===== config.mk =====
export PLATFORM = sky130hd
export DESIGN_NAME = mips_opcode_classifier
export DESIGN_NICKNAME = d
export VERILOG_FILES = /design/src/hw/rtl/moc_pkg.sv /design/src/hw/rtl/moc_match.sv /design/src/hw/rtl/mips_opcode_classifier.sv
export SDC_FILE = /design/constraint.sdc
export NUM_CORES = 1
export LEC_CHECK = 0
export BUFFER_PORTS_ARGS = -buffer_cell sky130_fd_sc_hd__clkbuf_2
export CORE_MARGIN = 1.5
export CORE_UTILIZATION = 39
export CTS_CLUSTER_SIZE = 16
export DETAILED_ROUTE_END_ITERATION = 6
export PLACE_DENSITY = 0.59
export SLEW_MARGIN = 40
export SYNTH_ARGS = -nofsm -noshare
export SYNTH_HDL_FRONTEND = slang
export SYNTH_SLANG_ARGS = --single-unit

===== constraint.sdc =====
create_clock -name aclk -period 14.8 [get_ports aclk]
set_input_delay 2.96 -clock aclk [delete_from_list [all_inputs] [get_ports aclk]]
set_output_delay 2.96 -clock aclk [all_outputs]
set_load 0.1 [all_outputs]

===== src/hw/rtl/moc_pkg.sv =====
// Package for the opcode classifier: group and pattern table functions.
// No dependencies.
package moc_pkg;

    localparam int NumPatterns = 170;
    localparam int NumGroups   = 18;

    typedef logic [31:0] word_t;
    typedef logic [7:0]  id_t;

    typedef struct packed {
        logic known;
        id_t  id;
    } class_t;

    typedef struct packed {
        word_t addr;
        word_t word;
    } item_t;

    function automatic word_t pattern_at(input int i);
        word_t p;
        unique case (i)
            0: p = 32'h00000000;
            1: p = 32'h00000002; 2: p = 32'h00200002;
            3: p = 32'h00000006; 4: p = 32'h00000046;
            5: p = 32'h00000000; 6: p = 32'h00000003; 7: p = 32'h00000004;
            8: p = 32'h00000007; 9: p = 32'h00000008; 10: p = 32'h00000009;
            11: p = 32'h0000000a; 12: p = 32'h0000000b; 13: p = 32'h0000000c;
            14: p = 32'h0000000d; 15: p = 32'h0000000f; 16: p = 32'h00000010;
            17: p = 32'h00000011; 18: p = 32'h00000012; 19: p = 32'h00000013;
            20: p = 32'h00000016; 21: p = 32'h00000017; 22: p = 32'h00000018;
            23: p = 32'h00000019; 24: p = 32'h0000001a; 25: p = 32'h0000001b;
            26: p = 32'h0000001c; 27: p = 32'h0000001d; 28: p = 32'h00000020;
            29: p = 32'h00000021; 30: p = 32'h00000022; 31: p = 32'h00000023;
            32: p = 32'h00000024; 33: p = 32'h00000025; 34: p = 32'h00000026;
            35: p = 32'h00000027; 36: p = 32'h0000002a; 37: p = 32'h0000002b;
            38: p = 32'h0000002c; 39: p = 32'h0000002d; 40: p = 32'h0000002e;
            41: p = 32'h0000002f; 42: p = 32'h00000030; 43: p = 32'h00000031;
            44: p = 32'h00000032; 45: p = 32'h00000033; 46: p = 32'h00000034;
            47: p = 32'h00000036;
            48: p = 32'h42000001; 49: p = 32'h42000002; 50: p = 32'h42000006;
            51: p = 32'h42000008; 52: p = 32'h42000018; 53: p = 32'h42000019;
            54: p = 32'h4200001f; 55: p = 32'h42000020;
            56: p = 32'h40000000; 57: p = 32'h40800000; 58: p = 32'h41600000;
            59: p = 32'h41800000; 60: p = 32'h41c00000;
            61: p = 32'h45000000; 62: p = 32'h45010000; 63: p = 32'h45020000;
            64: p = 32'h45030000;
            65: p = 32'h46000000; 66: p = 32'h46000001; 67: p = 32'h46000002;
            68: p = 32'h46000003; 69: p = 32'h46000004; 70: p = 32'h46000005;
            71: p = 32'h46000006; 72: p = 32'h46000007; 73: p = 32'h4600000c;
            74: p = 32'h4600000d; 75: p = 32'h4600000e; 76: p = 32'h4600000f;
            77: p = 32'h46000024; 78: p = 32'h46000026; 79: p = 32'h46000030;
            80: p = 32'h46000031; 81: p = 32'h46000032; 82: p = 32'h46000033;
            83: p = 32'h46000034; 84: p = 32'h46000036; 85: p = 32'h46000037;
            86: p = 32'h46000038; 87: p = 32'h46000039; 88: p = 32'h4600003a;
            89: p = 32'h4600003c; 90: p = 32'h4600003d; 91: p = 32'h4600003e;
            92: p = 32'h4600003f;
            93: p = 32'h46800020;
            94: p = 32'h44000000; 95: p = 32'h44400000; 96: p = 32'h44800000;
            97: p = 32'h44c00000;
            98: p = 32'h49000000; 99: p = 32'h49010000; 100: p = 32'h49020000;
            101: p = 32'h49030000;
            102: p = 32'h48000000; 103: p = 32'h48400000; 104: p = 32'h48600000;
            105: p = 32'h48800000; 106: p = 32'h48c00000; 107: p = 32'h48e00000;
            108: p = 32'h60000000; 109: p = 32'h60800000; 110: p = 32'h61000000;
            111: p = 32'h63800000;
            112: p = 32'h64000000; 113: p = 32'h64800000; 114: p = 32'h65000000;
            115: p = 32'h66000000; 116: p = 32'h66800000; 117: p = 32'h67000000;
            118: p = 32'h6c000000; 119: p = 32'h6d000000; 120: p = 32'h6d800000;
            121: p = 32'h6e800000; 122: p = 32'h6f000000; 123: p = 32'h6f800000;
            124: p = 32'h70000000; 125: p = 32'h70000024; 126: p = 32'h70000026;
            127: p = 32'h7c0000a0; 128: p = 32'h7c0000e0; 129: p = 32'h7c000420;
            130: p = 32'h7c000520; 131: p = 32'h7c000620;
            132: p = 32'h7c000000; 133: p = 32'h7c000004; 134: p = 32'h7c00003b;
            135: p = 32'h08000000; 136: p = 32'h0c000000; 137: p = 32'h10000000;
            138: p = 32'h14000000; 139: p = 32'h18000000; 140: p = 32'h1c000000;
            141: p = 32'h20000000; 142: p = 32'h24000000; 143: p = 32'h28000000;
            144: p = 32'h2c000000; 145: p = 32'h30000000; 146: p = 32'h34000000;
            147: p = 32'h38000000; 148: p = 32'h3c000000; 149: p = 32'h50000000;
            150: p = 32'h54000000; 151: p = 32'h58000000; 152: p = 32'h5c000000;
            153: p = 32'h5c000000; 154: p = 32'h80000000; 155: p = 32'h84000000;
            156: p = 32'h88000000; 157: p = 32'h8c000000; 158: p = 32'h90000000;
            159: p = 32'h94000000; 160: p = 32'h98000000; 161: p = 32'ha0000000;
            162: p = 32'ha4000000; 163: p = 32'ha8000000; 164: p = 32'hac000000;
            165: p = 32'hb8000000; 166: p = 32'hbc000000; 167: p = 32'hc0000000;
            168: p = 32'hc4000000; 169: p = 32'hc8000000;
            default: p = '0;
        endcase
        return p;
    endfunction

    // mask, lo, hi, first, count
    function automatic logic [111:0] group_at(input int g);
        logic [111:0] r;
        unique case (g)
            0:  r = {32'hffe0003f, 32'h00000002, 32'h00200002, 8'd1,   8'd2};
            1:  r = {32'hfc00007f, 32'h00000006, 32'h00000046, 8'd3,   8'd2};
            2:  r = {32'hfc00003f, 32'h00000000, 32'h0000003f, 8'd5,   8'd43};
            3:  r = {32'hfe00003f, 32'h42000000, 32'h4200003f, 8'd48,  8'd8};
            4:  r = {32'hffe00000, 32'h40000000, 32'h43e00000, 8'd56,  8'd5};
            5:  r = {32'hffff0000, 32'h45000000, 32'h451f0000, 8'd61,  8'd4};
            6:  r = {32'hffe0003f, 32'h46000000, 32'h4600003f, 8'd65,  8'd28};
            7:  r = {32'hffe0003f, 32'h46800000, 32'h4680003f, 8'd93,  8'd1};
            8:  r = {32'hffe00000, 32'h44000000, 32'h47e00000, 8'd94,  8'd4};
            9:  r = {32'hffe30000, 32'h49000000, 32'h49030000, 8'd98,  8'd4};
            10: r = {32'hffe00000, 32'h48000000, 32'h4be00000, 8'd102, 8'd6};
            11: r = {32'hff800000, 32'h60000000, 32'h63800000, 8'd108, 8'd4};
            12: r = {32'hff800000, 32'h64000000, 32'h67800000, 8'd112, 8'd6};
            13: r = {32'hff800000, 32'h6c000000, 32'h6f800000, 8'd118, 8'd6};
            14: r = {32'hfc00003f, 32'h70000000, 32'h7000003f, 8'd124, 8'd3};
            15: r = {32'hfc0007ff, 32'h7c000020, 32'h7c0007e0, 8'd127, 8'd5};
            16: r = {32'hfc00003f, 32'h7c000000, 32'h7c00003f, 8'd132, 8'd3};
            17: r = {32'hfc000000, 32'h00000000, 32'hfc000000, 8'd135, 8'd35};
            default: r = '0;
        endcase
        return r;
    endfunction

endpackage


===== src/hw/rtl/moc_match.sv =====
// Parallel mask/range/pattern compare over all groups; priority pick of first hit.
// Depends on moc_pkg.
module moc_match (
    input  moc_pkg::word_t  word,
    output moc_pkg::class_t result
);
    import moc_pkg::*;

    logic [NumPatterns-1:0] hit;

    always_comb begin
        logic [111:0] gd;
        word_t        m;
        logic         in_range;
        hit = '0;
        hit[0] = (word == '0);
        for (int g = 0; g < NumGroups; g++) begin
            gd = group_at(g);
            m = word & gd[111:80];
            in_range = (m >= gd[79:48]) && (m <= gd[47:16]);
            for (int k = 1; k < NumPatterns; k++) begin
                if (k >= int'(gd[15:8]) && k < int'(gd[15:8]) + int'(gd[7:0])) begin
                    hit[k] = in_range && (m == pattern_at(k));
                end
            end
        end
    end

    always_comb begin
        result = '0;
        for (int k = NumPatterns - 1; k >= 0; k--) begin
            if (hit[k]) begin
                result.known = 1'b1;
                result.id    = id_t'(k);
            end
        end
    end

endmodule


===== src/hw/rtl/mips_opcode_classifier.sv =====
// Path: each s_axis word is held in the input register, then in the result register, which
// drives m_axis; m_axis tvalid rises when the result register loads a valid word.
// Throughput: one word per cycle while m_axis is ready; all pattern compares run in parallel in one stage.
// Backpressure holds the result register; the input register still fills while it is empty.
// Reset (aresetn low, synchronous): clears valids, byte offset and base address.
// Depends on moc_pkg, moc_match.
module mips_opcode_classifier (
    input  logic                aclk,
    input  logic                aresetn,
    input  logic                cfg_wr_en,
    input  logic [31:0]         cfg_wr_data,
    input  logic                s_axis_tvalid,
    output logic                s_axis_tready,
    input  moc_pkg::word_t      s_axis_tdata,   // [31:0] opcode_word
    output logic                m_axis_tvalid,
    input  logic                m_axis_tready,
    output logic [79:0]         m_axis_tdata    // [31:0] word_address, [63:32] echoed_word,
                                                // [64] is_known, [72:65] instr_id, [79:73] zero
);
    import moc_pkg::*;

    word_t  base_reg;
    word_t  offset_reg;
    item_t  in_reg;
    logic   in_valid_reg;
    item_t  out_reg;
    class_t cls_reg;
    logic   out_valid_reg;
    class_t cls;
    logic   adv_out;
    logic   adv_in;

    moc_match u_match (.word(in_reg.word), .result(cls));

    assign adv_out       = !out_valid_reg || m_axis_tready;
    assign adv_in        = !in_valid_reg || adv_out;
    assign s_axis_tready = adv_in;

    always_ff @(posedge aclk) begin
        if (!aresetn) begin
            base_reg      <= '0;
            offset_reg    <= '0;
            in_valid_reg  <= 1'b0;
            out_valid_reg <= 1'b0;
        end else begin
            if (cfg_wr_en) begin
                base_reg <= cfg_wr_data;
            end
            if (adv_in) begin
                in_valid_reg <= s_axis_tvalid;
            end
            if (adv_in && s_axis_tvalid) begin
                in_reg.addr <= base_reg + offset_reg;
                in_reg.word <= s_axis_tdata;
                offset_reg  <= offset_reg + 32'd4;
            end
            if (adv_out) begin
                out_valid_reg <= in_valid_reg;
                out_reg       <= in_reg;
                cls_reg       <= cls;
            end
        end
    end

    assign m_axis_tvalid = out_valid_reg;
    assign m_axis_tdata  = {7'd0, cls_reg.id, cls_reg.known, out_reg.word, out_reg.addr};

endmodule


* Word-level counts from Yosys, hierarchy flattened *
Cells that the tools add are included.
W data, S select, Z words.

storage, ports and cells
  register bits after elaboration = 203
  bits of input ports = 69
  logic and storage cells = 593
  output and inout bits = 82

operators by class
  $lt $le $gt $ge = 36
  eq/ne operators = 167
  muxes and demuxes = 168
  $add $sub $neg = 2
  reductions and logical operators = 203

operators with widths
  operator                 number
  $eq A17 B16 Y1 const B   34
  $ge A32 B31 Y1 const B   14
  $le A32 B31 Y1 const B   14
  $mux W7                  64
  $mux W8                  40
  $eq A12 B6 Y1 const B    20
  $mux W6                  32
  $logic_and A1 B1 Y1      187
  $reduce_or A168 Y1       1
  $eq A11 B10 Y1 const B   15
  $eq A13 B12 Y1 const B   12
  $eq A12 B5 Y1 const B    12
  $eq A9 B8 Y1 const B     16
  $reduce_or A128 Y1       1
  $eq A6 B6 Y1 const B     16
  $eq A12 B4 Y1 const B    7
  $mux W5                  16
  $eq A12 B11 Y1 const B   6
  $eq A16 B15 Y1 const B   4
  $ge A32 B1 Y1 const B    2
  $logic_not A32 Y1        2
  $reduce_or A64 Y1        1
  $eq A6 B4 Y1 const B     8
  $add A32 B3 Y32 const B  1
  other kinds (29)         51

* Longest topological paths before layout *
  depth after elaboration = 171
  gate-level depth with buffers = 10
  gate-level depth less buffers = 10

* Modules after synthesis *
Synthesis repeated with hierarchy kept, for this count alone.

unflattened totals
  cells, all modules = 1090
  area total of the unflattened synthesis = 11260.8 µm²

modules (own cells, without submodules)
  module                  sequential area each (µm²)  cells each  area an instance (µm²)  times used
  mips_opcode_classifier  5395.2                      632         8526.9                  1
  moc_match               0.0                         458         2733.9                  1

* Least setup slack after synthesis *
No wires, ideal clock.

  kind = input -> register
  start = input aresetn
  end = register out_reg (netlist bit m_axis_tdata[0]), enable pin
  stages on the path = 3
  data arrival time = 6660 ps
  data required time = 14287 ps
  path buffers = 2
  slack = 7627 ps
  setup time = 513 ps
  path through = clkbuf_1 -> clkbuf_1 -> nor2b_1

on the way
  longest elaborated chain between the ends = 1

ends and longest elaborated chain
  element                             RTL line                      source
  start: declaration                  mips_opcode_classifier.sv:9   input logic aresetn,
  $reduce_and A2 Y1 (no source line)  -
  end signal: assignment              mips_opcode_classifier.sv:59  out_reg <= in_reg;
  end: declaration                    mips_opcode_classifier.sv:26  item_t out_reg;

No other way between the ends.
A chain may end at the register's enable or synchronous reset.

* Worst setup path in the final report *
  start = input m_axis_tready
  end = output s_axis_tready

on the way
  longest elaborated chain between the ends = 2

ends and longest elaborated chain
  element             RTL line                      source
  start: declaration  mips_opcode_classifier.sv:16  input logic m_axis_tready,
  $logic_or A1 B1 Y1  mips_opcode_classifier.sv:35  assign adv_out = !out_valid_reg || m_axis_tready;
  $logic_or A1 B1 Y1  mips_opcode_classifier.sv:36  assign adv_in = !in_valid_reg || adv_out;
  end: declaration    mips_opcode_classifier.sv:13  output logic s_axis_tready,

No other way between the ends.

==> results.json <==
{
  "synth.avg_cell_area_um2": 10.5,
  "core.rowCount": 60,
  "synth_compound_area_frac": 0.137,
  "die_h_um": 169,
  "area_growth_pct": 16.8,
  "critical_path_class": "input port to output pin",
  "clock_skew_ns": 0.0105,
  "drive_gt1_frac": 0.186,
  "whs_ns": 0.413,
  "synth-edff-count": 137,
  "drv_slew": 0,
  "grt_max_degree": 74,
  "leakage_nw": 5.03,
  "vias": 8343,
  "firstDrtPassIters": 5,
  "clock_path_buffers": 3,
  "multi_input_area_um2": 5020,
  "cp_num_cells": 4,
  "antenna_found_initial": 0,
  "clk_transition_reported_paths_ns": 0.06,
  "critPathSlowestCell": "clkbuf_2",
  "die-area_um2": 28600,
  "viasPerCell": 5.53,
  "synthXorXnorAreaFrac": 0.0513,
  "cts_resized": 0,
  "vdd_drop_max_mv": 0.102,
  "rsz0062_at_grt": "no",
  "io_pins": 151,
  "coreArea_um2": 27000,
  "dp_cells": 1463,
  "path_buf_inv": 2,
  "path_delay_family": "buffers and inverters",
  "route.met2.wl_um": 13400,
  "holdBufCountCts": 0,
  "cts_setup_buffers": 0,
  "dpl.hpwl_um": 19600,
  "powerDensity_nw_per_um2": 114,
  "synth_top_family_by_area": "simple AND/OR/NAND/NOR gates",
  "ys_warn_count": 0,
  "wirelength_um": 27700,
  "grt_pass1_vias": 7921,
  "yosysSeqAreaShare": 0.502,
  "start_util": 0.398,
  "track_usage": 0.192,
  "nets": 1250,
  "cts_buffers": 23,
  "synth_area_um2": 10800,
  "port_buffers": 143,
  "synthMuxAreaShare": 0.0355,
  "cts_max_level": 1,
  "status": "complete, no violations",
  "slew_headroom": 0.406,
  "path_cells": "clkbuf_2 > nor2b_1 > nand2_1 > clkbuf_2",
  "final-hold-violation-count": 0,
  "drt_iter0_drc": 663,
  "final_util": 0.465,
  "period_share": 0.459,
  "cts_root_buf": "clkbuf_16",
  "crit_fanout": 4,
  "worstMarginPinSlew_ns": 0.882,
  "total_power_mw": 1.43,
  "met1_length_um": 11800,
  "die_w_um": 169,
  "clk-insertion-delay-late_ns": 0.53,
  "largest_reg_flops": 73,
  "drc": 0,
  "topRoutingLayerUsed": "met4",
  "synth_flop_cell": "edfxtp_1",
  "async_flop_share": 0,
  "ant_nets": 0,
  "finalSetupTns_ns": 0,
  "finalSetupViolCount": 0,
  "max_freq_mhz": 147,
  "routedWlPerCell_um": 18.3,
  "synthSimpleGateAreaFrac": 0.203,
  "cp-end-kind": "output pin",
  "routabilityCongestion": 0.930,
  "cp-start-kind": "input port",
  "seq_area_um2": 5400,
  "hold-path-cell-count": 0,
  "wl_met3_um": 1530,
  "cts.sinks": 201,
  "synthDistinctLibCells": 85,
  "stdcell_count": 1508,
  "crit_required_ns": 11.84,
  "ff2ff_path_depth": 8,
  "cp.arrival_ns": 3.83,
  "hp-class": "flop to flop",
  "fillers": 2583,
  "min_period_ns": 6.79,
  "maxCapViolations": 0,
  "antennaDiodeCount": 0,
  "synth.ff_latch_count": 201,
  "syn_inst": 1021,
  "grt_overflow_total": 0,
  "grt_pass1_wl_um": 43400,
  "tritoncts": "yes",
  "critPathMaxStageDelay_ns": 0.38,
  "synthAdderAreaFrac": 0.0368,
  "crit_path_frequent_cell": "clkbuf_2"
}
## cells by family after synthesis
| group | after synthesis |
|---|---|
| and+or+nand+nor | 390 |
| muxes | 38 |
| other | 1 |
| AOI/OAI and AO/OA | 218 |
| buffers and inverters | 79 |
| DFF | 201 |
| xor gates and xnor gates | 63 |
| adders and majority gates | 31 |
## area by class of cell
type,instances,share of cell area
tap,341,0.0340
sequential,201,0.430
timing repair buffer,156,0.0676
clock inverter,10,0.00966
inverter,21,0.00628
multi-input combinational,747,0.400
clock buffer,32,0.0530
## cell usage after synthesis, types with 6 or more instances
cell type  count  area (um2)
edfxtp_1     137        4110
nand2_1       68         255
dfxtp_1       64        1280
a21oi_1       56         280
nor2_1        52         195
nor2b_1       52         325
xnor2_1       49         429
nand3_1       40         200
mux2i_1       37         370
and2_1        35         219
o21ai_0       33         165
ha_1          30         375
buf_2         24         120
nor3_1        23         115
inv_1         19        71.3
nor4_1        18         113
nand4_1       17         106
clkbuf_1      16        60.1
nand2b_1      15        93.8
and3_1        14        87.6
xor2_1        14         123
a21o_1        13        97.6
a31oi_1       12        75.1
buf_4         11        82.6
and4_1         9        78.8
o211ai_1       8        60.1
buf_1          7        26.3
o21ai_1        7        35.0
or3_1          7        43.8
a2111oi_0      6        52.6
nor3b_1        6        45.0
o21a_1         6        45.0
o22ai_1        6        37.5
or4_1          6        45.0
## per-layer routing
layer,track usage,vias up
met1,0.252,3930
li1,-,4071
met2,0.330,288
met5,0,-
met3,0.0255,54
met4,0.0604,0
## cell usage in the layout (no fill, tap or decap), types with 37 or more instances in the layout
cell,n
nor2_1,52
xnor2_1,49
nand2_1,68
nand3_1,40
nor2b_1,51
edfxtp_1,137
clkbuf_2,143
mux2i_1,37
dfxtp_1,64
a21oi_1,56
## final timing paths
path	start	to	slack (ns)
worst max register to register	in_reg[29]$_DFFE_PP_	m_axis_tdata[64]$_SDFFCE_PP1P_	11.54
worst min register to register	in_reg[48]$_DFFE_PP_	m_axis_tdata[16]$_DFFE_PP_	0.41
worst min-delay path	in_reg[48]$_DFFE_PP_	m_axis_tdata[16]$_DFFE_PP_	0.41
worst max-delay path	m_axis_tready	s_axis_tready	8.01
## report_power, final
group / switching [mW] / internal [mW]
combinational: 0.155 / 0.0448
sequential: 0.0156 / 0.631
clock: 0.230 / 0.351
## per-stage QoR
stage	instance area [um2]	setup slack (ns)
2_1_floorplan	10800	7.63
3_3_place_gp	11700	8.02
3_5_place_dp	11700	8.01
4_1_cts	12500	8.01
5_1_grt	12600	7.98
6_report	12600	8.01
Power figures use the tool's default switching activity.
